File: config.mk
export PLATFORM = sky130hd
export DESIGN_NAME = tcd_queue
export DESIGN_NICKNAME = d
export VERILOG_FILES = /design/src/design/tcd_pkg.sv /design/src/design/tcd_queue.sv
export SDC_FILE = /design/constraint.sdc
export NUM_CORES = 1
export LEC_CHECK = 0
export CAP_MARGIN = 0
export CORE_AREA = 8 8 131 133
export CTS_CLUSTER_DIAMETER = 100
export DETAILED_ROUTE_END_ITERATION = 8
export DIE_AREA = 0 0 139 141
export DONT_BUFFER_PORTS = 1
export SYNTH_ARGS = -nofsm -noshare
export SYNTH_HDL_FRONTEND = slang
export SYNTH_SLANG_ARGS = --single-unit
File: constraint.sdc
create_clock -name clk -period 8.1 [get_ports clk]
set_input_delay 0.81 -clock clk [delete_from_list [all_inputs] [get_ports clk]]
set_output_delay 0.81 -clock clk [all_outputs]
set_load 0.005 [all_outputs]
File: src/design/tcd_pkg.sv
// ----------------------------------------------------------------------------
// tcd_pkg
// Shared types and constants of the tile cache directory.
// ----------------------------------------------------------------------------
`default_nettype none

package tcd_pkg;

    // field and store widths
    localparam int MAX_TILES = 4096;
    localparam int TILE_W    = 12;
    localparam int MAX_SLOTS = 64;
    localparam int SLOT_W    = 6;
    localparam int CNT_W     = 7;
    localparam int ADDR_W    = 22;
    localparam int EDGE_W    = 12;
    localparam int ACROSS_W  = 13;
    localparam int DIM_W     = 16;
    localparam int DATA_W    = 32;
    localparam int DIR_W     = SLOT_W + 1;
    localparam int CFG_IDX_W = 3;
    localparam int QDEPTH    = 2;

    // configuration register indexes
    typedef enum logic [CFG_IDX_W-1:0] {
        REG_TILE_EDGE    = 3'd0,
        REG_TILES_ACROSS = 3'd1,
        REG_SLOTS_IN_USE = 3'd2,
        REG_IMAGE_WIDTH  = 3'd3,
        REG_IMAGE_HEIGHT = 3'd4
    } reg_index_t;

    // effective configuration seen by front and back
    typedef struct packed {
        logic [EDGE_W-1:0]   edge_len;
        logic [ACROSS_W-1:0] across;
        logic [CNT_W-1:0]    nslots;
        logic [DIM_W-1:0]    width;
        logic [DIM_W-1:0]    height;
    } cfg_t;

    // classified word between front and back
    typedef struct packed {
        logic              op;
        logic [DATA_W-1:0] data;
        logic              range_err;
        logic [TILE_W-1:0] tile;
        logic [ADDR_W-1:0] offset;
    } entry_t;

    // result word
    typedef struct packed {
        logic              hit;
        logic              range_err;
        logic [ADDR_W-1:0] addr;
        logic [TILE_W-1:0] tile;
        logic [SLOT_W-1:0] slot;
        logic              evict;
        logic [TILE_W-1:0] evicted;
        logic              op;
        logic [DATA_W-1:0] data;
    } result_t;

    typedef enum logic [2:0] {
        F_IDLE,
        F_DIV,
        F_MUL,
        F_CHK,
        F_PUSH
    } front_state_t;

    typedef enum logic [2:0] {
        B_CLEAR,
        B_IDLE,
        B_DEC,
        B_FILL,
        B_MUL,
        B_OUT
    } back_state_t;

endpackage

`default_nettype wire

File: src/design/tcd_queue.sv
// ----------------------------------------------------------------------------
// tcd_queue
// Short queue of classified words between front and back.
// ----------------------------------------------------------------------------
`default_nettype none

module tcd_queue (
    input  wire logic            clk,
    input  wire logic            rst_n,
    input  wire logic            wr_en,
    input  wire tcd_pkg::entry_t wr_entry,
    output logic                 full,
    input  wire logic            rd_en,
    output tcd_pkg::entry_t      rd_entry,
    output logic                 empty
);

    localparam int PW = $clog2(tcd_pkg::QDEPTH);

    tcd_pkg::entry_t      slots_reg [tcd_pkg::QDEPTH];
    logic [PW-1:0]        wp_reg, rp_reg;
    logic [PW:0]          cnt_reg;

    // pointers and count
    always_ff @(posedge clk or negedge rst_n)
    begin
        if (!rst_n)
        begin
            wp_reg  <= '0;
            rp_reg  <= '0;
            cnt_reg <= '0;
        end
        else
        begin
            if (wr_en)
            begin
                wp_reg <= wp_reg + 1'b1;
            end
            if (rd_en)
            begin
                rp_reg <= rp_reg + 1'b1;
            end
            if (wr_en && !rd_en)
            begin
                cnt_reg <= cnt_reg + 1'b1;
            end
            else if (rd_en && !wr_en)
            begin
                cnt_reg <= cnt_reg - 1'b1;
            end
        end
    end

    // storage
    always_ff @(posedge clk)
    begin
        if (wr_en)
        begin
            slots_reg[wp_reg] <= wr_entry;
        end
    end

    assign rd_entry = slots_reg[rp_reg];
    assign empty    = (cnt_reg == '0);
    assign full     = (cnt_reg == (PW+1)'(tcd_pkg::QDEPTH));

endmodule

`default_nettype wire

==> impl_results.md <==
* Compound-cell area share of the yosys netlist at 0%
* CTS tree: built
* Initial antenna violation count at 0
* Xor and xnor fraction of the mapped netlist area at less than 1%
* I/O Pins at 142
* Data required time at the worst endpoint at 7.29 ns
* Final Util at 40.1%
* Portion of the clock cycle consumed by the worst path in the final layout at 34.3%
* Worst clock skew at ~0.0073 ns
* Synth warnings at 0
* Slew of the pin with the lowest slew margin at 0.975 ns
* First-pass GRT wire length at approximately 14 mm
* Num CTS Buffers at 17
* CP delay by family, top: flip-flops
* Post-detailed-route wirelength per cell at 21.3 um
* Overall global routing resource usage at 9.84%
* Routed via count at 2034
* Die height at about 140 um
* Post-synthesis simple-gate area fraction at less than 1%
* Met3 Track Usage GR at 7.66%
* Vias in the first global route at 2290
* Slowest cell delay on critical path at around 1.1 ns
* Busiest grt layer: met2
* Setup slack of the critical path after layout at between 5 and 6 ns
* Number of buffers inserted for hold repair after clock tree synthesis at 0
* Post-place instance area at 0.00533 mm^2
* Growth of design area from synthesis to finish at 17.0%
* Buf+Inv Stages, Crit Path at 0
* Number of flip-flops under the largest register name at 136
* Final #Nets at 313
* Count of endpoints failing hold in the final timing report at 0
* Cell-by-cell trace of the critical path: mux2_2
* Element type at the critical path start: register
* Reg2reg start: wp_reg$_DFFE_PN0P_
* Setup violations, final at 0
* Synthesized area per cell at 22.5 um^2
* Initial cell density of the core at 34.3%
* Critical Path End Type: primary output
* Fin cells at 441
* Worst reg-to-reg setup slack at 6.15 ns
* Standby leakage power at ~2.0 nW
* Outcome: completed
* Maximum number of pins on one net before global-route repair at 70
* Residual DRC count at 0
* Grt ovf at 0
* R2R depth at 2
* Reg clk slew, reported paths at 0.05 ns
* Post-detailed-route count of antenna-violating nets at 0
* Setup bufs post-CTS at 0
* Global placer's final weighted congestion at between 0.6 and 0.7
* Placed cells at 409
* Power density cells at 384 mW/mm^2
* Data arrival time of the critical path at a little under 2 ns
* Reg-to-reg critical path endpoint: slots_reg[0][62]$_DFFE_PP_
* Number of fillers in the final layout at 1329
* Sinks on Clock Net at 140
* Class of the worst hold path: in2async
* Reported max-cap violation count at 0
* Tot Pwr at ~2.3 mW
* Final standard cell area without fillers at 0.00601 mm^2
* I/O Buffers at 0
* Area of the core at 0.0150 mm^2
* Diode count at 0
* Number of nets produced by synthesis at ~300
* Cell with the largest stage delay on the worst path: dfrtp_4
* First-pass iteration count of the detailed router at 4
* Sequential cell area at 0.00419 mm^2
* Clock latency at the later pin of the worst-skew pair at 0.41 ns
* Clock root cell: clkbuf_16
* Setup slack after placement at 5.69 ns
* Detailed-route wire length at approximately 9.4 mm
* Via-per-instance ratio at 4.61
* Setup repair after global routing missed its margin: no
* Total negative slack for setup checks at 0 ns
* Grt met1 use at 9.65%
* Worst Path Max Fanout at 69
* Post-synthesis adder-cell area fraction at 0.244%
* H-tree levels at 4
* Post-Synthesis Cell Area at 0.00514 mm^2
* Number of storage elements in the synthesis netlist at 140
* Met2 usage at 15.3%
* Main combinational cell family by area after synthesis: multiplexers
* Detail Placement HPWL at roughly 6.0 mm
* Synth unique cells at 14
* Tmin final at 2.78 ns
* Fraction of layout cells with a size suffix above 1 at approximately 40%
* Hold_ws at 0.0933 ns
* Die ar. at ~0.020 mm^2
* Leading cell type in the layout, fill and taps excluded: edfxtp_1
* CTS resizes at 0
* Standard-cell row count at 45
* Fraction of the yosys area taken by sequential cells at between 80 and 90%
* Critical path type: reg2out
* Commonest non-fill, non-tap cells in the layout: edfxtp_1, mux2_2, clkbuf_16
* Synthesized instance count at between 200 and 250
* Mux share of post-synthesis cell area at 15.6%
* Highest clock frequency the design can meet at 360 MHz
* Maximum buffer depth of the clock tree at 2
* Worst VDD drop at 0.185 mV
* Detailed router's first-iteration violation count at a little under 100
* Remaining max-slew budget at the tightest pin at 35.0%
* Width of the die at 139 um
* Total area of multi-input combinational cells at 896 um^2
* Final count of pins violating max slew at 0
==> cell type report <==
cell class	count	share of cell area, %
sequential	140	69.7
clock inverter	14	4.12
inverter	1	0.0625
tap	188	3.92
clock buffer	18	7.14
timing repair buffer	1	0.125
multi-input combinational	79	14.9
==> power by group <==
part	internal (mW)	total (mW)	switching, mW	leakage [nW]
logic	0.186	0.360	0.174	0.366
clock network	0.604	0.879	0.275	0.326
registers	0.965	1.07	0.104	1.32
==> synthesized netlist by cell type <==
library cell	instances	area (um^2)
nor2_1	2	7.51
mux2_4	10	150
inv_1	1	3.75
and2_1	1	6.26
buf_8	1	15.0
ha_1	1	12.5
edfxtp_1	136	4080
xnor2_1	1	8.76
nor2b_1	2	12.5
xor2_1	4	35.0
mux2_2	58	653
buf_6	2	22.5
dfrtp_1	4	100
buf_2	5	25.0
==> per-layer routing <==
| layer | wire length (um) | part of all wire [%] |
|---|---|---|
| met1 | 3470 | 37 |
| met2 | 4560 | 49 |
| met3 | 1250 | 13 |
| met4 | 102 | 1.1 |
| met5 | 0 | 0 |
==> cell families after synthesis <==
kind of cell / Yosys count
DFF: 140
muxes: 68
buffers and inverters: 9
xor gates and xnor gates: 5
and+or+nand+nor: 5
adders and majority gates: 1
==> how the worst max path moves through the flow <==
| stage | startpoint | endpoint | depth (start not counted) |
|---|---|---|---|
| final | rp_reg$_DFFE_PN0P_ | rd_entry[56] | 1 |
| after floorplan | wr_en | slots_reg[0][0]$_DFFE_PP_ | 1 |
| after global routing | rp_reg$_DFFE_PN0P_ | rd_entry[56] | 1 |
| after CTS | rp_reg$_DFFE_PN0P_ | rd_entry[17] | 1 |
| after detailed placement | rp_reg$_DFFE_PN0P_ | rd_entry[17] | 1 |
| after global placement | rp_reg$_DFFE_PN0P_ | rd_entry[13] | 1 |
Note: power is estimated with default switching activity, not from simulation.
