<file path="src/design/tcd_pkg.sv">
// ----------------------------------------------------------------------------
// tcd_pkg
// Shared types and constants of the tile cache directory.
// ----------------------------------------------------------------------------
`default_nettype none

package tcd_pkg;

    // field and store widths
    localparam int MAX_TILES = 4096;
    localparam int TILE_W    = 12;
    localparam int MAX_SLOTS = 64;
    localparam int SLOT_W    = 6;
    localparam int CNT_W     = 7;
    localparam int ADDR_W    = 22;
    localparam int EDGE_W    = 12;
    localparam int ACROSS_W  = 13;
    localparam int DIM_W     = 16;
    localparam int DATA_W    = 32;
    localparam int DIR_W     = SLOT_W + 1;
    localparam int CFG_IDX_W = 3;
    localparam int QDEPTH    = 2;

    // configuration register indexes
    typedef enum logic [CFG_IDX_W-1:0] {
        REG_TILE_EDGE    = 3'd0,
        REG_TILES_ACROSS = 3'd1,
        REG_SLOTS_IN_USE = 3'd2,
        REG_IMAGE_WIDTH  = 3'd3,
        REG_IMAGE_HEIGHT = 3'd4
    } reg_index_t;

    // effective configuration seen by front and back
    typedef struct packed {
        logic [EDGE_W-1:0]   edge_len;
        logic [ACROSS_W-1:0] across;
        logic [CNT_W-1:0]    nslots;
        logic [DIM_W-1:0]    width;
        logic [DIM_W-1:0]    height;
    } cfg_t;

    // classified word between front and back
    typedef struct packed {
        logic              op;
        logic [DATA_W-1:0] data;
        logic              range_err;
        logic [TILE_W-1:0] tile;
        logic [ADDR_W-1:0] offset;
    } entry_t;

    // result word
    typedef struct packed {
        logic              hit;
        logic              range_err;
        logic [ADDR_W-1:0] addr;
        logic [TILE_W-1:0] tile;
        logic [SLOT_W-1:0] slot;
        logic              evict;
        logic [TILE_W-1:0] evicted;
        logic              op;
        logic [DATA_W-1:0] data;
    } result_t;

    typedef enum logic [2:0] {
        F_IDLE,
        F_DIV,
        F_MUL,
        F_CHK,
        F_PUSH
    } front_state_t;

    typedef enum logic [2:0] {
        B_CLEAR,
        B_IDLE,
        B_DEC,
        B_FILL,
        B_MUL,
        B_OUT
    } back_state_t;

endpackage

`default_nettype wire

</file>
<file path="src/design/tcd_front.sv">
// ----------------------------------------------------------------------------
// tcd_front
// Takes a pixel access, splits both coordinates by the tile edge with two
// bit-serial dividers side by side, forms tile number and offset, checks range.
// ----------------------------------------------------------------------------
`default_nettype none

module tcd_front #(
    parameter int COORD_BITS = 16
) (
    input  wire logic                          clk,
    input  wire logic                          rst_n,
    input  wire tcd_pkg::cfg_t                 cfg,
    input  wire logic                          in_take,
    input  wire logic                          op,
    input  wire logic [COORD_BITS-1:0]         px,
    input  wire logic [COORD_BITS-1:0]         py,
    input  wire logic [tcd_pkg::DATA_W-1:0]    wdata,
    output logic                               idle,
    output logic                               q_push,
    input  wire logic                          q_full,
    output tcd_pkg::entry_t                    q_entry
);

    localparam int CW     = COORD_BITS;
    localparam int EW     = tcd_pkg::EDGE_W;
    localparam int CNT_W  = $clog2(CW + 1);
    localparam int PROD_W = CW + tcd_pkg::ACROSS_W;
    localparam int SUM_W  = PROD_W + 1;
    localparam int CMP_W  = (CW > tcd_pkg::DIM_W) ? CW : tcd_pkg::DIM_W;

    tcd_pkg::front_state_t state_reg, state_next;

    logic [CNT_W-1:0]  cnt_reg;
    logic              op_reg;
    logic [tcd_pkg::DATA_W-1:0] data_reg;
    logic [CW-1:0]     x_reg, y_reg;
    logic [CW-1:0]     qx_reg, qy_reg;
    logic [EW:0]       rx_reg, ry_reg;
    logic [PROD_W-1:0] prod_reg;
    logic [2*EW-1:0]   offm_reg;
    logic              oor_reg;
    tcd_pkg::entry_t   entry_reg;

    logic [EW:0]       rx_sh, ry_sh, edge_ext;
    logic              bx, by;
    logic [SUM_W-1:0]  tile_sum;
    logic [2*EW-1:0]   off_sum;

    // divider step for both coordinates
    always_comb
    begin
        edge_ext = {1'b0, cfg.edge_len};
        rx_sh    = {rx_reg[EW-1:0], qx_reg[CW-1]};
        ry_sh    = {ry_reg[EW-1:0], qy_reg[CW-1]};
        bx       = (rx_sh >= edge_ext);
        by       = (ry_sh >= edge_ext);
        tile_sum = SUM_W'(prod_reg) + SUM_W'(qx_reg);
        off_sum  = offm_reg + (2*EW)'(rx_reg[EW-1:0]);
    end

    // state register
    always_ff @(posedge clk or negedge rst_n)
    begin
        if (!rst_n)
        begin
            state_reg <= tcd_pkg::F_IDLE;
            cnt_reg   <= '0;
        end
        else
        begin
            state_reg <= state_next;
            if (state_reg == tcd_pkg::F_IDLE)
            begin
                cnt_reg <= CNT_W'(CW - 1);
            end
            else if (state_reg == tcd_pkg::F_DIV)
            begin
                cnt_reg <= cnt_reg - 1'b1;
            end
        end
    end

    // next state
    always_comb
    begin
        state_next = state_reg;
        q_push     = 1'b0;
        unique case (state_reg)
            tcd_pkg::F_IDLE:
            begin
                if (in_take)
                begin
                    state_next = tcd_pkg::F_DIV;
                end
            end
            tcd_pkg::F_DIV:
            begin
                if (cnt_reg == '0)
                begin
                    state_next = tcd_pkg::F_MUL;
                end
            end
            tcd_pkg::F_MUL:
            begin
                state_next = tcd_pkg::F_CHK;
            end
            tcd_pkg::F_CHK:
            begin
                state_next = tcd_pkg::F_PUSH;
            end
            tcd_pkg::F_PUSH:
            begin
                if (!q_full)
                begin
                    q_push     = 1'b1;
                    state_next = tcd_pkg::F_IDLE;
                end
            end
            default:
            begin
                state_next = tcd_pkg::F_IDLE;
            end
        endcase
    end

    // datapath
    always_ff @(posedge clk)
    begin
        case (state_reg)
            tcd_pkg::F_IDLE:
            begin
                op_reg   <= op;
                data_reg <= wdata;
                x_reg    <= px;
                y_reg    <= py;
                qx_reg   <= px;
                qy_reg   <= py;
                rx_reg   <= '0;
                ry_reg   <= '0;
            end
            tcd_pkg::F_DIV:
            begin
                rx_reg <= bx ? (rx_sh - edge_ext) : rx_sh;
                ry_reg <= by ? (ry_sh - edge_ext) : ry_sh;
                qx_reg <= {qx_reg[CW-2:0], bx};
                qy_reg <= {qy_reg[CW-2:0], by};
            end
            tcd_pkg::F_MUL:
            begin
                prod_reg <= qy_reg * cfg.across;
                offm_reg <= ry_reg[EW-1:0] * cfg.edge_len;
                oor_reg  <= (CMP_W'(x_reg) >= CMP_W'(cfg.width))
                         || (CMP_W'(y_reg) >= CMP_W'(cfg.height));
            end
            tcd_pkg::F_CHK:
            begin
                entry_reg.op        <= op_reg;
                entry_reg.data      <= data_reg;
                entry_reg.range_err <= oor_reg
                                    || (tile_sum >= SUM_W'(tcd_pkg::MAX_TILES));
                entry_reg.tile      <= tile_sum[tcd_pkg::TILE_W-1:0];
                entry_reg.offset    <= off_sum[tcd_pkg::ADDR_W-1:0];
            end
            default:
            begin
            end
        endcase
    end

    assign idle    = (state_reg == tcd_pkg::F_IDLE);
    assign q_entry = entry_reg;

endmodule

`default_nettype wire

</file>
<file path="config.mk">
export PLATFORM = sky130hd
export DESIGN_NAME = tcd_front
export DESIGN_NICKNAME = d
export VERILOG_FILES = /design/src/design/tcd_pkg.sv /design/src/design/tcd_front.sv
export SDC_FILE = /design/constraint.sdc
export NUM_CORES = 1
export LEC_CHECK = 0
export BUFFER_PORTS_ARGS = -buffer_cell sky130_fd_sc_hd__buf_2
export CAP_MARGIN = 0
export CORE_MARGIN = 8
export CORE_UTILIZATION = 50
export DETAILED_ROUTE_END_ITERATION = 16
export PLACE_DENSITY = 0.69
export REMOVE_ABC_BUFFERS = 1
export SLEW_MARGIN = 20
export SYNTH_ARGS = -nofsm -noshare
export SYNTH_HDL_FRONTEND = slang
export SYNTH_SLANG_ARGS = --single-unit
</file>
<file path="constraint.sdc">
create_clock -name clk -period 7.8 [get_ports clk]
set_clock_uncertainty 0.15 [all_clocks]
set_input_delay 1.56 -clock clk [delete_from_list [all_inputs] [get_ports clk]]
set_output_delay 1.56 -clock clk [all_outputs]
set_load 0.03 [all_outputs]
</file>
==> key figures <==
Synthesis
  – Ys Warns: 0
  – Library cells used by synthesis: 67
  – Mean post-synth cell area: 10.4 um2
  – Post-synth EDFFs: 241
  – Most used DFF post-synth: edfxtp_1
  – #FFs+latches synth: 249
  – Seq/Total Area, Yosys: 0.321
  – Synthesized area: 23200 um2
  – Fraction of registers with async set/reset: 0.0321
  – Syn Inst Count: 2222

Setup path
  – Reg2reg start: qy_reg[5]
  – Critical path arrival: 7140 ps
  – CP endpoint kind: flip-flop
  – Startpoint Class: input pin
  – FF-to-FF End: prod_reg[28]
  – FF-to-FF setup slack: 1260 ps
  – Critical Path RT: 7980 ps
  – CP max FO: 16
  – Cells on worst reg2reg path: 20
  – Critical path class: input pin to flip-flop

STA
  – Fin. Hold Viols: 0
  – Min cycle time layout: 6960 ps
  – Relative slew slack: 0.356
  – Hold WS: 263 ps
  – Tightest Pin Transition: 956 ps
  – Pins over their slew limit: 0
  – # setup viols final: 0
  – Fin worst setup slack: 838 ps
  – Tcrit/Tclk final: 0.893
  – RSZ-0062 raised after global routing: no
  – Setup TNS: 0 ps
  – Peak Freq: 144 MHz

Global routing
  – All-Layer GR Usage: 0.197
  – Vias in the first global route: 17200
  – Largest net degree at the start of global routing: 66
  – Total congestion overflow: 0
  – Initial antenna violation count: 3
  – First-pass GRT wire length: 86300 um

Clock network
  – CTS Buf Count: 29
  – Resized cells post-CTS: 0
  – Number of H-tree levels: 1
  – CTS tree: yes
  – Worst skew pair latency: 580 ps
  – CTS Hold Bufs: 0
  – CTS sink count: 249
  – Clock Root Buffer: clkbuf_16
  – Post-CTS Setup Bufs: 0
  – Longest Clk Path Bufs: 3
  – CTS clk-pin slew, worst paths: 60 ps

Floorplan
  – Ports: 203
  – Starting Density: 0.502
  – Die H: 231 um
  – Die area: 53500 um2
  – DIE WIDTH: 231 um
  – Core area: 46200 um2
  – Rows: 79

Routing
  – Antenna Violating Nets Remaining: 0
  – DRC: 0
  – DR vias: 16100
  – Wire per inst: 17.3 um
  – First drt pass iteration count: 7
  – 1st-iter DRT viols: 881
  – Total wire length: 52300 um
  – Vias/cell: 5.31

Place
  – Post-place setup slack: 250 ps
  – I/O Buffers: 195
  – GP Congestion: 0.844
  – HPWL after DPL: 41200 um

Final layout
  – FF/Latch Area: 7440 um2
  – Commonest cells after routing, fill and taps aside: inv_1, fa_1, edfxtp_1
  – Layout cell share with drive strength beyond 1: 0.127
  – Footprint of the multi-input gates: 13900 um2
  – Fill cells: 3953
  – Synth-to-layout area growth: 11.7%
  – Most common cell after layout, fill and taps aside: inv_1
  – NumNets Final: 3011
  – Max FFs per register: 68
  – Post-layout util: 0.560

Run
  – Max-Cap Viols: 0

Outcome
  – Status: finished, final reports clean

Worst hold path
  – Hold path cells: 0
  – Hold endpoint: q_entry[42]
  – Worst hold path class: flip-flop to flip-flop
  – Hold Path Origin: data_reg[7]
worst max-delay path, stage by stage:
cell	delay, ps
buf_2	200
and2_1	190
fa_1	540
inv_1	60
fa_1	530
inv_1	50
fa_1	500
inv_1	50
fa_1	470
fa_1	540
inv_1	40
ha_1	380
a21oi_1	200
nor2_1	100
a311oi_4	300
o31ai_1	180
o41a_1	460
a41oi_2	250
a211oi_1	120
a211o_1	280
xnor2_1	120
synthesized netlist by cell type (all sizes together) (5+ instances only):
library cell	count	area share
inv	427	0.069
fa	257	0.22
edfxtp	241	0.31
nand2	239	0.039
ha	224	0.12
and2	145	0.039
nor2	97	0.016
xnor2	67	0.025
a21oi	61	0.013
clkbuf	59	0.0096
o21ai	56	0.012
a21o	31	0.010
mux2	31	0.015
nand3	31	0.0067
mux2i	22	0.0095
nor2b	22	0.0059
nor3	22	0.0048
a211oi	19	0.0062
xor2	19	0.0072
o21a	14	0.0045
and3	11	0.0030
nand2b	11	0.0030
nand4	11	0.0030
o21bai	9	0.0029
dfrtp	8	0.0086
nor4	8	0.0022
a31oi	7	0.0019
or3	7	0.0019
a21boi	6	0.0019
o31ai	5	0.0018
through the flow:
| step | instance area, um2 | std cells |
|---|---|---|
| after floorplan | 22900 | 2160 |
| after global placement | 24800 | 2973 |
| after detailed placement | 24800 | 2973 |
| after CTS | 25900 | 3026 |
| after global routing | 25900 | 3027 |
| final | 25900 | 3027 |
cell type report:
class / instances / area share
sequential: 249 / 0.287
inverter: 428 / 0.0621
timing repair buffer: 206 / 0.0409
clock buffer: 31 / 0.0283
multi-input combinational: 1483 / 0.539
clock inverter: 22 / 0.0132
antenna: 1 / 0.0000967
tap: 607 / 0.0294
metal layers:
layer / up-vias / GRT usage / routed length, um
met5: - / 0 / 23
met1: 7936 / 0.262 / 23300
met2: 494 / 0.328 / 24100
li1: 7552 / - / -
met3: 94 / 0.0395 / 3710
met4: 4 / 0.0523 / 1190
worst max-delay path by stage:
stage,from,slack [ps],cells past startpoint,endpoint
final,cfg[42],840,21,prod_reg[28]
after global routing,cfg[42],630,21,prod_reg[28]
after CTS,cfg[42],870,21,prod_reg[28]
after detailed placement,cfg[42],250,21,prod_reg[28]
after global placement,cfg[42],300,21,prod_reg[28]
after floorplan,state_reg[1],530,1,idle
logic make-up after synthesis:
logic type,count (synthesis),synth area share
AO/OA/AOI/OAI,242,0.0697
XOR/XNOR,86,0.0325
adder cells (fa/ha/maj),481,0.343
buffers and inverters,490,0.0795
flip-flops,249,0.321
multiplexers,53,0.0246
AND/OR/NAND/NOR,621,0.130
Power is not shown: default switching activity piles up to over one toggle a cycle in this logic, so the estimate is an artifact.
